<file path="src/design/sdspi_pkg.sv">
// Shared types, codes and helpers for the SD card SPI-mode responder.
// Used by sdspi_engine, sd_card_spi_responder and sdspi_checker; no dependencies.

package sdspi_pkg;

  // Default data block length in bytes
  localparam int SDSPI_BLOCK_BYTES = 512;

  // Event kinds carried on the input tuser
  typedef enum logic [1:0] {
    REQ_SELECT   = 2'd0,
    REQ_DESELECT = 2'd1,
    REQ_BYTE     = 2'd2,
    REQ_READ     = 2'd3
  } sdspi_req_t;

  // CRC check report codes
  localparam logic [2:0] CRC_NONE     = 3'd0;
  localparam logic [2:0] CRC_MSB_GOOD = 3'd1;
  localparam logic [2:0] CRC_MSB_BAD  = 3'd2;
  localparam logic [2:0] CRC_LSB_GOOD = 3'd3;
  localparam logic [2:0] CRC_LSB_BAD  = 3'd4;

  // Initialisation stages; below STAGE_CMD0 the card is counting wake bytes
  localparam logic [3:0] STAGE_CMD0  = 4'd8;
  localparam logic [3:0] STAGE_CMD8  = 4'd9;
  localparam logic [3:0] STAGE_CMD55 = 4'd10;
  localparam logic [3:0] STAGE_CMD41 = 4'd11;
  localparam logic [3:0] STAGE_READY = 4'd12;

  // Command indexes
  localparam logic [5:0] CMD_GO_IDLE    = 6'd0;
  localparam logic [5:0] CMD_SEND_IF    = 6'd8;
  localparam logic [5:0] CMD_READ_BLK   = 6'd17;
  localparam logic [5:0] CMD_WRITE_BLK  = 6'd24;
  localparam logic [5:0] CMD_APP_OP     = 6'd41;
  localparam logic [5:0] CMD_APP_PREFIX = 6'd55;

  // Command framing and tokens
  localparam logic [7:0]  CMD_FIRST_LO  = 8'h40;
  localparam logic [7:0]  CMD_FIRST_HI  = 8'h7F;
  localparam logic [2:0]  CMD_LAST_IDX  = 3'd5;
  localparam logic [15:0] IF_COND_ARG   = 16'h01AA;
  localparam logic [15:0] OP_COND_ARG   = 16'h4000;
  localparam logic [7:0]  DATA_TOKEN    = 8'hFE;
  localparam logic [7:0]  DATA_ACCEPTED = 8'h05;
  localparam logic [7:0]  IDLE_BYTE     = 8'hFF;
  localparam logic [7:0]  R1_IDLE       = 8'h01;
  localparam logic [7:0]  R1_READY      = 8'h00;

  // Reply buffer
  localparam int         REPLY_DEPTH = 5;
  localparam logic [2:0] REPLY_LAST  = 3'd4;
  localparam logic [2:0] REPLY_PAIR  = 3'd3;

  // Block write state, one-hot
  typedef enum logic [2:0] {
    WR_IDLE  = 3'b001,
    WR_TOKEN = 3'b010,
    WR_DATA  = 3'b100
  } sdspi_wr_t;

  // One result item
  typedef struct packed {
    logic [2:0]  crc_check;
    logic [7:0]  write_byte;
    logic        store_write;
    logic        store_read_take;
    logic [15:0] seek_block;
    logic        store_seek;
    logic [7:0]  read_data;
  } sdspi_result_t;

  // One CRC16-CCITT byte step, polynomial 0x1021, MSB first
  function automatic logic [15:0] crc16_step(input logic [15:0] crc,
                                             input logic [7:0] data);
    logic [7:0]  x;
    logic [15:0] xw;
    x  = crc[15:8] ^ data;
    x  = x ^ (x >> 4);
    xw = {8'h00, x};
    return {crc[7:0], 8'h00} ^ (xw << 12) ^ (xw << 5) ^ xw;
  endfunction

endpackage

</file>
<file path="src/design/sdspi_engine.sv">
// Card-side protocol engine: selection, wake count, command decode, block
// read and write sequencing. Depends on sdspi_pkg.

module sdspi_engine import sdspi_pkg::*; #(
  parameter int BLOCK_BYTES = SDSPI_BLOCK_BYTES
) (
  input  logic          clk,
  input  logic          rst,
  input  logic          step_en,
  input  sdspi_req_t    req,
  input  logic [7:0]    mosi_byte,
  input  logic [7:0]    store_byte,
  input  logic          store_present,
  output sdspi_result_t result
);

  localparam int RC_W = $clog2(BLOCK_BYTES);
  localparam int WP_W = $clog2(BLOCK_BYTES + 2);
  localparam logic [RC_W-1:0] READ_LAST  = RC_W'(BLOCK_BYTES - 1);
  localparam logic [WP_W-1:0] WP_BLOCK   = WP_W'(BLOCK_BYTES);

  logic                card_selected, card_selected_next;
  logic [3:0]          init_stage, init_stage_next;
  logic [2:0]          cmd_index, cmd_index_next;
  logic [7:0]          cmd_bytes [CMD_LAST_IDX];
  logic                cmd_we;
  logic                reply_busy, reply_busy_next;
  logic [2:0]          reply_index, reply_index_next;
  logic [7:0]          reply_bytes [REPLY_DEPTH];
  logic [7:0]          reply_bytes_next [REPLY_DEPTH];
  logic                read_busy, read_busy_next;
  logic [RC_W-1:0]     read_count, read_count_next;
  sdspi_wr_t           write_mode, write_mode_next;
  logic [WP_W-1:0]     write_phase, write_phase_next;
  logic [15:0]         crc_acc, crc_acc_next;
  logic [7:0]          resp_byte, resp_byte_next;

  logic [5:0]          cmd_code;
  logic [15:0]         arg_hi, arg_lo;
  logic [7:0]          rd_byte;
  logic [15:0]         crc_rd, crc_wr;

  assign cmd_code = cmd_bytes[0][5:0];
  assign arg_hi   = {cmd_bytes[1], cmd_bytes[2]};
  assign arg_lo   = {cmd_bytes[3], cmd_bytes[4]};
  assign rd_byte  = store_present ? store_byte : IDLE_BYTE;
  assign crc_rd   = crc16_step(crc_acc, rd_byte);
  assign crc_wr   = crc16_step(crc_acc, mosi_byte);

  // Work out the next state and the result for one event
  always_comb begin
    card_selected_next = card_selected;
    init_stage_next    = init_stage;
    cmd_index_next     = cmd_index;
    cmd_we             = 1'b0;
    reply_busy_next    = reply_busy;
    reply_index_next   = reply_index;
    reply_bytes_next   = reply_bytes;
    read_busy_next     = read_busy;
    read_count_next    = read_count;
    write_mode_next    = write_mode;
    write_phase_next   = write_phase;
    crc_acc_next       = crc_acc;
    resp_byte_next     = resp_byte;

    result                 = '0;
    result.read_data       = IDLE_BYTE;
    result.crc_check       = CRC_NONE;

    if (step_en) begin
      case (req)
        REQ_SELECT: begin
          card_selected_next = 1'b1;
        end
        REQ_DESELECT: begin
          card_selected_next = 1'b0;
        end
        REQ_READ: begin
          result.read_data = card_selected ? resp_byte : IDLE_BYTE;
        end
        REQ_BYTE: begin
          if (card_selected) begin
            resp_byte_next = IDLE_BYTE;
            if (init_stage < STAGE_CMD0) begin
              // count wake bytes
              init_stage_next = init_stage + 4'd1;
            end else if (reply_busy) begin
              // shift out the pending reply
              resp_byte_next   = reply_bytes[reply_index];
              reply_index_next = reply_index + 3'd1;
              if (reply_index == REPLY_LAST) begin
                reply_busy_next = 1'b0;
              end
            end else if (read_busy) begin
              // stream one block byte and fold it into the CRC
              resp_byte_next         = rd_byte;
              result.store_read_take = store_present;
              crc_acc_next           = crc_rd;
              read_count_next        = read_count + RC_W'(1);
              if (read_count == READ_LAST) begin
                reply_bytes_next[REPLY_PAIR] = crc_rd[15:8];
                reply_bytes_next[REPLY_LAST] = crc_rd[7:0];
                reply_busy_next  = 1'b1;
                reply_index_next = REPLY_PAIR;
                read_busy_next   = 1'b0;
                read_count_next  = '0;
              end
            end else if (write_mode == WR_TOKEN) begin
              // wait for the start token, skip idle fill
              if (mosi_byte == DATA_TOKEN) begin
                write_mode_next  = WR_DATA;
                write_phase_next = '0;
              end else if (mosi_byte != IDLE_BYTE) begin
                write_mode_next = WR_IDLE;
              end
            end else if (write_mode == WR_DATA) begin
              if (write_phase < WP_BLOCK) begin
                // pass a data byte to the store
                result.store_write = store_present;
                result.write_byte  = store_present ? mosi_byte : 8'h00;
                crc_acc_next       = crc_wr;
                write_phase_next   = write_phase + WP_W'(1);
              end else if (write_phase == WP_BLOCK) begin
                result.crc_check = (mosi_byte == crc_acc[15:8]) ? CRC_MSB_GOOD
                                                                : CRC_MSB_BAD;
                write_phase_next = write_phase + WP_W'(1);
              end else begin
                result.crc_check = (mosi_byte == crc_acc[7:0]) ? CRC_LSB_GOOD
                                                               : CRC_LSB_BAD;
                reply_bytes_next[REPLY_LAST] = DATA_ACCEPTED;
                reply_busy_next  = 1'b1;
                reply_index_next = REPLY_LAST;
                write_mode_next  = WR_IDLE;
                write_phase_next = '0;
              end
            end else if (cmd_index == 3'd0 &&
                         !(mosi_byte inside {[CMD_FIRST_LO:CMD_FIRST_HI]})) begin
              // drop bytes that cannot open a command
            end else if (cmd_index != CMD_LAST_IDX) begin
              // collect a command byte
              cmd_we         = 1'b1;
              cmd_index_next = cmd_index + 3'd1;
            end else begin
              // last command byte: decode
              cmd_index_next = '0;
              if (init_stage == STAGE_CMD0) begin
                if (cmd_code == CMD_GO_IDLE) begin
                  init_stage_next              = STAGE_CMD8;
                  reply_bytes_next[REPLY_LAST] = R1_IDLE;
                  reply_busy_next              = 1'b1;
                  reply_index_next             = REPLY_LAST;
                end
              end else if (init_stage == STAGE_CMD8) begin
                if (cmd_code == CMD_SEND_IF && arg_lo == IF_COND_ARG) begin
                  init_stage_next     = STAGE_CMD55;
                  reply_bytes_next[0] = R1_IDLE;
                  reply_bytes_next[1] = 8'h00;
                  reply_bytes_next[2] = 8'h00;
                  reply_bytes_next[3] = IF_COND_ARG[15:8];
                  reply_bytes_next[4] = IF_COND_ARG[7:0];
                  reply_busy_next     = 1'b1;
                  reply_index_next    = 3'd0;
                end else begin
                  init_stage_next = STAGE_CMD0;
                end
              end else if (init_stage == STAGE_CMD55) begin
                if (cmd_code == CMD_APP_PREFIX) begin
                  init_stage_next              = STAGE_CMD41;
                  reply_bytes_next[REPLY_LAST] = R1_IDLE;
                  reply_busy_next              = 1'b1;
                  reply_index_next             = REPLY_LAST;
                end else begin
                  init_stage_next = STAGE_CMD0;
                end
              end else if (init_stage == STAGE_CMD41) begin
                if (cmd_code == CMD_APP_OP && arg_hi == OP_COND_ARG) begin
                  init_stage_next              = STAGE_READY;
                  reply_bytes_next[REPLY_LAST] = R1_READY;
                  reply_busy_next              = 1'b1;
                  reply_index_next             = REPLY_LAST;
                end else begin
                  init_stage_next = STAGE_CMD0;
                end
              end else if (cmd_code == CMD_READ_BLK) begin
                result.store_seek            = store_present;
                result.seek_block            = store_present ? arg_lo : 16'h0000;
                crc_acc_next                 = '0;
                reply_bytes_next[REPLY_PAIR] = R1_READY;
                reply_bytes_next[REPLY_LAST] = DATA_TOKEN;
                reply_busy_next              = 1'b1;
                reply_index_next             = REPLY_PAIR;
                read_busy_next               = 1'b1;
                read_count_next              = '0;
              end else if (cmd_code == CMD_WRITE_BLK) begin
                result.store_seek            = store_present;
                result.seek_block            = store_present ? arg_lo : 16'h0000;
                crc_acc_next                 = '0;
                reply_bytes_next[REPLY_LAST] = R1_READY;
                reply_busy_next              = 1'b1;
                reply_index_next             = REPLY_LAST;
                write_mode_next              = WR_TOKEN;
                write_phase_next             = '0;
              end else begin
                reply_bytes_next[REPLY_LAST] = R1_READY;
                reply_busy_next              = 1'b1;
                reply_index_next             = REPLY_LAST;
              end
            end
          end
        end
        default: begin
        end
      endcase
    end
  end

  // Control state
  always_ff @(posedge clk) begin
    if (rst) begin
      card_selected <= 1'b0;
      init_stage    <= '0;
      cmd_index     <= '0;
      reply_busy    <= 1'b0;
      reply_index   <= '0;
      read_busy     <= 1'b0;
      read_count    <= '0;
      write_mode    <= WR_IDLE;
      write_phase   <= '0;
      crc_acc       <= '0;
      resp_byte     <= IDLE_BYTE;
    end else begin
      card_selected <= card_selected_next;
      init_stage    <= init_stage_next;
      cmd_index     <= cmd_index_next;
      reply_busy    <= reply_busy_next;
      reply_index   <= reply_index_next;
      read_busy     <= read_busy_next;
      read_count    <= read_count_next;
      write_mode    <= write_mode_next;
      write_phase   <= write_phase_next;
      crc_acc       <= crc_acc_next;
      resp_byte     <= resp_byte_next;
    end
  end

  // Command and reply byte buffers, no reset
  always_ff @(posedge clk) begin
    if (cmd_we) begin
      cmd_bytes[cmd_index] <= mosi_byte;
    end
    reply_bytes <= reply_bytes_next;
  end

endmodule

</file>
<file path="src/design/sd_card_spi_responder.sv">
// Top level of the SD card SPI-mode responder: stream handshake, result
// register and configuration register. Depends on sdspi_pkg and sdspi_engine.
//
// Usage:
//   Input beats arrive on s_axis_*: tuser carries the event kind (select,
//   deselect, SPI byte from host, read of the MISO byte), tdata carries the
//   host byte and the next backing-store byte. Every input beat yields exactly
//   one output beat on m_axis_* with the MISO byte, store seek/read/write
//   strobes, write data and the CRC check code.
//   Each accepted beat is registered and presented on m_axis_* in the cycle
//   after it is accepted. Throughput is one beat per cycle while the
//   receiver does not stall; the whole event is decoded by the engine
//   between the input port and the result register.
//   When the receiver stalls, the result register holds its beat and
//   s_axis_tready drops until the beat is taken; a beat can be accepted in
//   the same cycle the waiting one leaves.
//   cfg_we/cfg_wdata write the store-present flag; write it only while idle.
//   Reset (rst, synchronous) deselects the card, restarts the wake count and
//   initialisation, clears the store-present flag and empties the result
//   register.

module sd_card_spi_responder import sdspi_pkg::*; #(
  parameter int BLOCK_BYTES = SDSPI_BLOCK_BYTES
) (
  input  logic        clk,
  input  logic        rst,
  input  logic        s_axis_tvalid,
  output logic        s_axis_tready,
  input  logic [15:0] s_axis_tdata,   // mosi_byte[7:0], store_byte[15:8]
  input  logic [1:0]  s_axis_tuser,   // req_type[1:0]
  output logic        m_axis_tvalid,
  input  logic        m_axis_tready,
  output logic [39:0] m_axis_tdata,   // read_data[7:0], store_seek[8],
                                      // seek_block[24:9], store_read_take[25],
                                      // store_write[26], write_byte[34:27],
                                      // crc_check[37:35], zero[39:38]
  input  logic        cfg_we,
  input  logic        cfg_wdata
);

  logic          store_present;
  logic          in_beat;
  sdspi_result_t result;

  // Accept while the result register is free or being emptied
  assign s_axis_tready = !m_axis_tvalid || m_axis_tready;
  assign in_beat       = s_axis_tvalid && s_axis_tready;

  // Hold the store-present flag
  always_ff @(posedge clk) begin
    if (rst) begin
      store_present <= 1'b0;
    end else if (cfg_we) begin
      store_present <= cfg_wdata;
    end
  end

  sdspi_engine #(
    .BLOCK_BYTES (BLOCK_BYTES)
  ) u_engine (
    .clk           (clk),
    .rst           (rst),
    .step_en       (in_beat),
    .req           (sdspi_req_t'(s_axis_tuser)),
    .mosi_byte     (s_axis_tdata[7:0]),
    .store_byte    (s_axis_tdata[15:8]),
    .store_present (store_present),
    .result        (result)
  );

  // Result register: valid flag
  always_ff @(posedge clk) begin
    if (rst) begin
      m_axis_tvalid <= 1'b0;
    end else if (in_beat) begin
      m_axis_tvalid <= 1'b1;
    end else if (m_axis_tready) begin
      m_axis_tvalid <= 1'b0;
    end
  end

  // Result register: payload
  always_ff @(posedge clk) begin
    if (in_beat) begin
      m_axis_tdata <= {2'b00, result};
    end
  end

endmodule

</file>
<file path="config.mk">
export PLATFORM = sky130hd
export DESIGN_NAME = sd_card_spi_responder
export DESIGN_NICKNAME = d
export VERILOG_FILES = /design/src/design/sdspi_pkg.sv /design/src/design/sdspi_engine.sv /design/src/design/sd_card_spi_responder.sv
export SDC_FILE = /design/constraint.sdc
export NUM_CORES = 1
export LEC_CHECK = 0
export BUFFER_PORTS_ARGS = -buffer_cell sky130_fd_sc_hd__clkbuf_2
export CAP_MARGIN = 20
export CORE_AREA = 5 5 166 168
export CTS_CLUSTER_SIZE = 30
export DETAILED_ROUTE_END_ITERATION = 8
export DIE_AREA = 0 0 171 173
export PLACE_DENSITY = 0.43
export SLEW_MARGIN = 20
export SYNTH_ARGS = -nofsm -noshare
export SYNTH_HDL_FRONTEND = slang
export SYNTH_SLANG_ARGS = --single-unit
</file>
<file path="constraint.sdc">
create_clock -name clk -period 3.35 [get_ports clk]
set_input_delay 0.1675 -clock clk [delete_from_list [all_inputs] [get_ports clk]]
set_output_delay 0.1675 -clock clk [all_outputs]
set_load 0.05 [all_outputs]
</file>
-- Yosys cells after proc, flatten, opt, wreduce, memory -nomap -nowiden
Memory sizes are Yosys's and may differ from the RTL's.
Cells that the tools add are included.
- output and inout bits: 42
- memories kept: 1
- bits in writable memories: 40
- logic and storage cells: 349
- bits in registers: 139
- equality and inequality tests: 78
- reductions and logical operators: 38
- add/subtract/negate cells: 5
- order comparisons: 5
- bitwise logic cells: 23
- mux-type cells: 175
- memory list (name ; words ; width ; rd ports ; clocked after memory_dff ; wr ports ; RTL line ; text):
    u_engine.cmd_bytes ; 5 ; 8 ; 5 ; 0 ; 1 ; sdspi_engine.sv:25 ; logic [7:0] cmd_bytes [CMD_LAST_IDX];
- operator list (cell ; number):
    40-bit 2-to-1 mux ; 13
    16-bit 2-to-1 mux ; 19
    8-bit 2-to-1 mux ; 21
    10-bit 2-to-1 mux ; 13
    3-bit 2-to-1 mux ; 36
    9-bit 2-to-1 mux ; 11
    4-bit 2-to-1 mux ; 12
    3-bit by 1-bit inequality test with 1-bit output, second input constant ; 16
    15-bit AND reduction ; 3
    1-bit 2-to-1 mux ; 43
    14-bit AND reduction ; 3
    17-bit 2-to-1 mux ; 2
    16-bit by 13-bit bitwise XOR with 16-bit output ; 2
    16-bit bitwise XOR ; 2
    16-bit by 8-bit bitwise XOR with 16-bit output ; 2
    8-bit binary-select mux with 3-bit select ; 1
    2-bit by 1-bit inequality test with 1-bit output, second input constant ; 12
    3-bit by 2-bit inequality test with 1-bit output, second input constant ; 7
    17-bit AND reduction ; 1
    16-bit by 15-bit equality test with 1-bit output, second input constant ; 1
    16-bit by 9-bit equality test with 1-bit output, second input constant ; 1
    4-bit equality test, second input constant ; 4
    8-bit equality test ; 2
    8-bit inequality test, second input constant ; 2
    other kinds (56) ; 95

-- Depth between registers and ports, before layout
An unclocked memory read counts as a cell.
- word-level depth: 23
- depth in mapped cells: 10
- mapped depth without buffers: 10

-- By module
From an unflattened synthesis, not the netlist that was laid out.
- cell total of the unflattened synthesis: 704
- area total of the unflattened synthesis: 7470.9 µm²
- modules (own cells, without submodules) (module ; instances ; area an instance (µm²) ; sequential area each (µm²) ; cells each):
    sdspi_engine ; 1 ; 6222.2 ; 2802.7 ; 655
    sd_card_spi_responder ; 1 ; 1248.7 ; 1181.1 ; 49

-- Least setup slack after synthesis
No wires, ideal clock.
- kind: register to register
- start point: register m_axis_tvalid
- end point: memory u_engine.cmd_bytes[4][0], enable pin
- slack: 0.666 ns
- required time: 2.965 ns
- arrival time: 2.299 ns
- cell stages (with the launch flop): 6
- cell sequence: dfxtp_1 nor2b_1 nor4_2 nand3_1 or2_2 nor3b_1
- word-level cells in the longest chain between the ends: 6
- RTL lines (item ; RTL line ; text):
    from (decl) ; sd_card_spi_responder.sv:31 ; output logic m_axis_tvalid,
    from (signal assigned) ; sd_card_spi_responder.sv:74 ; m_axis_tvalid <= 1'b0;
    from (signal assigned) ; sd_card_spi_responder.sv:76 ; m_axis_tvalid <= 1'b1;
    from (signal assigned) ; sd_card_spi_responder.sv:78 ; m_axis_tvalid <= 1'b0;
    1-bit zero test ; sd_card_spi_responder.sv:46 ; assign s_axis_tready = !m_axis_tvalid || m_axis_tready;
    1-bit logical OR ; sd_card_spi_responder.sv:46 ;
    1-bit logical AND ; sd_card_spi_responder.sv:47 ; assign in_beat = s_axis_tvalid && s_axis_tready;
    1-bit 2-to-1 mux ; sdspi_engine.sv:70 ; if (step_en) begin
    1-bit 2-to-1 mux ; sdspi_engine.sv:248 ; if (cmd_we) begin
    1-bit 2-to-1 mux (not written as such) ; sdspi_engine.sv:249 ; cmd_bytes[cmd_index] <= mosi_byte;
    to (decl) ; sdspi_engine.sv:25 ;
Every way passes these cells.

-- Final worst setup path
- start point: register u_engine.init_stage[0]
- end point: register u_engine.write_phase[7]
- word-level cells in the longest chain between the ends: 3
- elaborated cells between the ends (all ways): 11
- those cells by class: order compare: 1; eq/ne: 8; bitwise: 1; reduce/logical: 1
- RTL lines (item ; RTL line ; text):
    from (decl) ; sdspi_engine.sv:23 ; logic [3:0] init_stage, init_stage_next;
    from (signal assigned) ; sdspi_engine.sv:233 ; init_stage <= init_stage_next;
    4-bit < comparator (tied with other cells) ; sdspi_engine.sv:84 ; if (init_stage < STAGE_CMD0) begin
    1-bit NOT (no source line) or 3-bit by 1-bit inequality test with 1-bit output (tied branches) ; n/a ;
    15-bit AND reduction (no source line) * ; n/a ;
    to (signal assigned) ; sdspi_engine.sv:240 ; write_phase <= write_phase_next;
    to (decl) ; sdspi_engine.sv:34 ; logic [WP_W-1:0] write_phase, write_phase_next;
Mark *: on every way between the ends. The rest lies on a longest branch, timed or not.
A chain may end at the register's enable or synchronous reset.

==> results.md <==
- Placed Instance Area: 8380 µm²
- Pre-CTS WS: 0.262 ns
- Final slew viol count: 0
- I/O Buffers: 63
- M1 GR Usage: 0.198
- Root Buffer: clkbuf_16
- Antenna diodes: 0
- Crit. End Element: flop
- Post_cts resized: 0
- Pwr dens: 469 nW/µm²
- P&R area growth vs syn: 18.8%
- Global-route wire length before repair: 33600 µm
- Largest net degree at the start of global routing: 37
- Slew @ Worst Pin: 0.856 ns
- Crit-path max cell delay: 0.61 ns
- Gr busiest metal: met2
- Antenna-violating nets left: 0
- Leakage: between 3 and 4 nW
- TNS Setup: 0 ns
- # setup viols final: 0
- Data arrival time of the critical path: approximately 3.5 ns
- Nets: ~840
- Status: completed
- Top FF cell, synth: edfxtp_1
- Post-synth top area share: 0.364
- Hold Fails Final Rpt: 0
- Core box area: between 20000 and 30000 µm²
- HPWL after DPL: approximately 16000 µm
- Syn_area_per_cell: 10.4 µm²
- Drt pass-1 iters: 5
- Number of synthesized flops with an enable pin: 92
- Yosys warns: 0
- Count leader, synth: edfxtp_1
- Fmax: 0.322 GHz
- TritonCTS buffer count: 17
- Peak supply drop: 0.241 mV
- Post-synth ARST share: 0
- CTS Sinks: 153
- H-tree depth: 4
- Clk_lat worst skew: 0.44 ns
- Post-DR wirelength/cell: 18.3 µm
- MaxCap Viol Count: 0
- Via count of the first global-routing pass: 5893
- CTS tree: built
- Worst EP required: about 3.7 ns
- Via Count: 5808
- Synth area leader: edfxtp_1
- Worst path slowest cell: or4_1
- Fill cells: 2597
- Post-route cell area: 9020 µm²
- Met3 Use GR: 0.0281
- Initial Utilization: 0.295
- WS Path Type: reg2reg
- Clock skew: about 0.018 ns
- Tot GR Track Use: 0.145
- Die width: 171 µm
- Initial antenna violation count: 0
- Hold Crit Class: in2reg
- Fin worst setup slack: 0.247 ns
- Die area: 29600 µm²
- Post-synth cell types: 67
- WHS: roughly 0.09 ns
- Reg clk slew, reported paths: approximately 0.070 ns
- Mapped Area: 7600 µm²
- Iter 0 DRT Violations: 387
- Crit-path max FO: 15
- Die Y: about 170 µm
- CP Launch Type: flop
- Overflow after GRT: 0
- Via density: 5.02
- Post-synth top cells: edfxtp_1, nor2_1, dfxtp_1
- Flops & latches, synth: 153
- Crit path cell chain: inv_1 > ha_1 > or4_4 > a2111oi_4 > o2111ai_2 > or4_1 > a21oi_1
- # rows: slightly below 60
- Post-Route WL: between 20000 and 25000 µm
- Met2 usage: 0.232
- Top cells by area, synth: edfxtp_1, dfxtp_1, xnor2_1
- Share of post-route cells with drive strength above 1: 0.174
- Worst slew margin: 0.429
- DR DRC count: 0
- Unrepaired setup endpoints after global routing: false
- Period Utilization, post-route: 0.926
- Final min period: just over 3 ns
- Routability Congestion: roughly 0.9
- Post-Synthesis Cells: 733
- Seq/Total Area, Yosys: 0.524
- IO Count: 66
- Max clock buf depth: 2
cells in the final DEF (no fill, tap or decap), types with 12 or more instances in the layout:
cell type	n
dfxtp_1	61
xnor2_1	53
and3_1	12
nand3_1	18
nor3_1	25
o21ai_0	33
nand2_1	43
clkbuf_16	17
buf_4	24
clkbuf_2	63
nor2_1	62
edfxtp_1	92
and2_1	30
inv_1	25
a21oi_1	53
xor2_1	15
through the flow:
stage / power, mW / utilization / instances
2_1_floorplan: 2.22 / - / 734
3_3_place_gp: 2.31 / 0.325 / 1121
4_1_cts: 4.30 / 0.350 / 1156
6_report: 4.23 / 0.350 / 1156
3_5_place_dp: 2.31 / 0.325 / 1121
5_1_grt: 4.39 / 0.350 / 1156
what timing repair did:
item                      4_1_cts  5_1_grt
hold endpoints to repair        2        0
setup buffers                   0        0
hold buffers                    3        0
report_power, final:
part / switching (mW) / total, mW / internal, mW / leakage [nW]
logic: 0.182 / 0.249 / 0.0670 / 1.53
registers: 0.00986 / 2.02 / 2.01 / 1.33
clock network: 0.938 / 1.96 / 1.02 / 0.298
total: 1.13 / 4.23 / 3.10 / 3.17
final cells by class:
| class | count | area [µm²] | area share |
|---|---|---|---|
| sequential | 153 | 3980 | 0.442 |
| multi-input combinational | 520 | 3390 | 0.375 |
| timing repair buffer | 90 | 526 | 0.0583 |
| clock buffer | 17 | 425 | 0.0472 |
| tap | 335 | 419 | 0.0465 |
| clock inverter | 15 | 184 | 0.0204 |
| inverter | 26 | 97.6 | 0.0108 |
final timing paths:
path	startpoint	endpoint	slack (ns)	cells past startpoint
worst max register to register	u_engine.init_stage[0]	u_engine.write_phase[7]	0.25	7
worst min register to register	u_engine.resp_byte[5]	u_engine.resp_byte[5]	0.46	2
worst min-delay path	s_axis_tdata[9]	u_engine.resp_byte[1]	0.09	3
worst max-delay path	u_engine.init_stage[0]	u_engine.write_phase[7]	0.25	7
routing by layer:
metal | routed length, µm | up-vias | part of all wire
li1 | - | 2823 | -
met3 | 805 | 21 | 0.038
met5 | 0 | - | 0
met2 | 10100 | 123 | 0.48
met1 | 9840 | 2841 | 0.46
met4 | 401 | 0 | 0.019
sequential cells by signal, summed over array words and instances (netlist names):
signal,cells
m_axis_tdata,38
u_engine.cmd_bytes,38
u_engine.crc_acc,16
u_engine.reply_bytes,16
u_engine.write_phase,10
u_engine.read_count,9
u_engine.resp_byte,8
u_engine.init_stage,4
u_engine.cmd_index,3
u_engine.reply_index,3
u_engine.write_mode,3
m_axis_tvalid,1
store_present,1
u_engine.card_selected,1
u_engine.read_busy,1
u_engine.reply_busy,1
worst max-delay path, delay by kind of cell, from the launching register on:
family / cells / cell delay (ns)
buffers and inverters: 1 / 0.10
DFF: 1 / 0.43
AOI/OAI and AO/OA: 3 / 0.96
and+or+nand+nor: 2 / 1.21
adders and majority gates: 1 / 0.32
cell families (layout without fill, tap and decap cells):
| logic type | Yosys count | count (layout) | share of synthesized area |
|---|---|---|---|
| compound gates | 152 | 152 | 0.136 |
| xor+xnor | 69 | 69 | 0.0815 |
| fa+ha+maj | 10 | 10 | 0.0165 |
| buf+inv | 61 | 148 | 0.0324 |
| flops | 153 | 153 | 0.524 |
| mux | 8 | 8 | 0.0105 |
| other cells | 1 | 2 | 0.000494 |
| simple gates | 279 | 279 | 0.198 |
(Power assumes the default switching activity.)
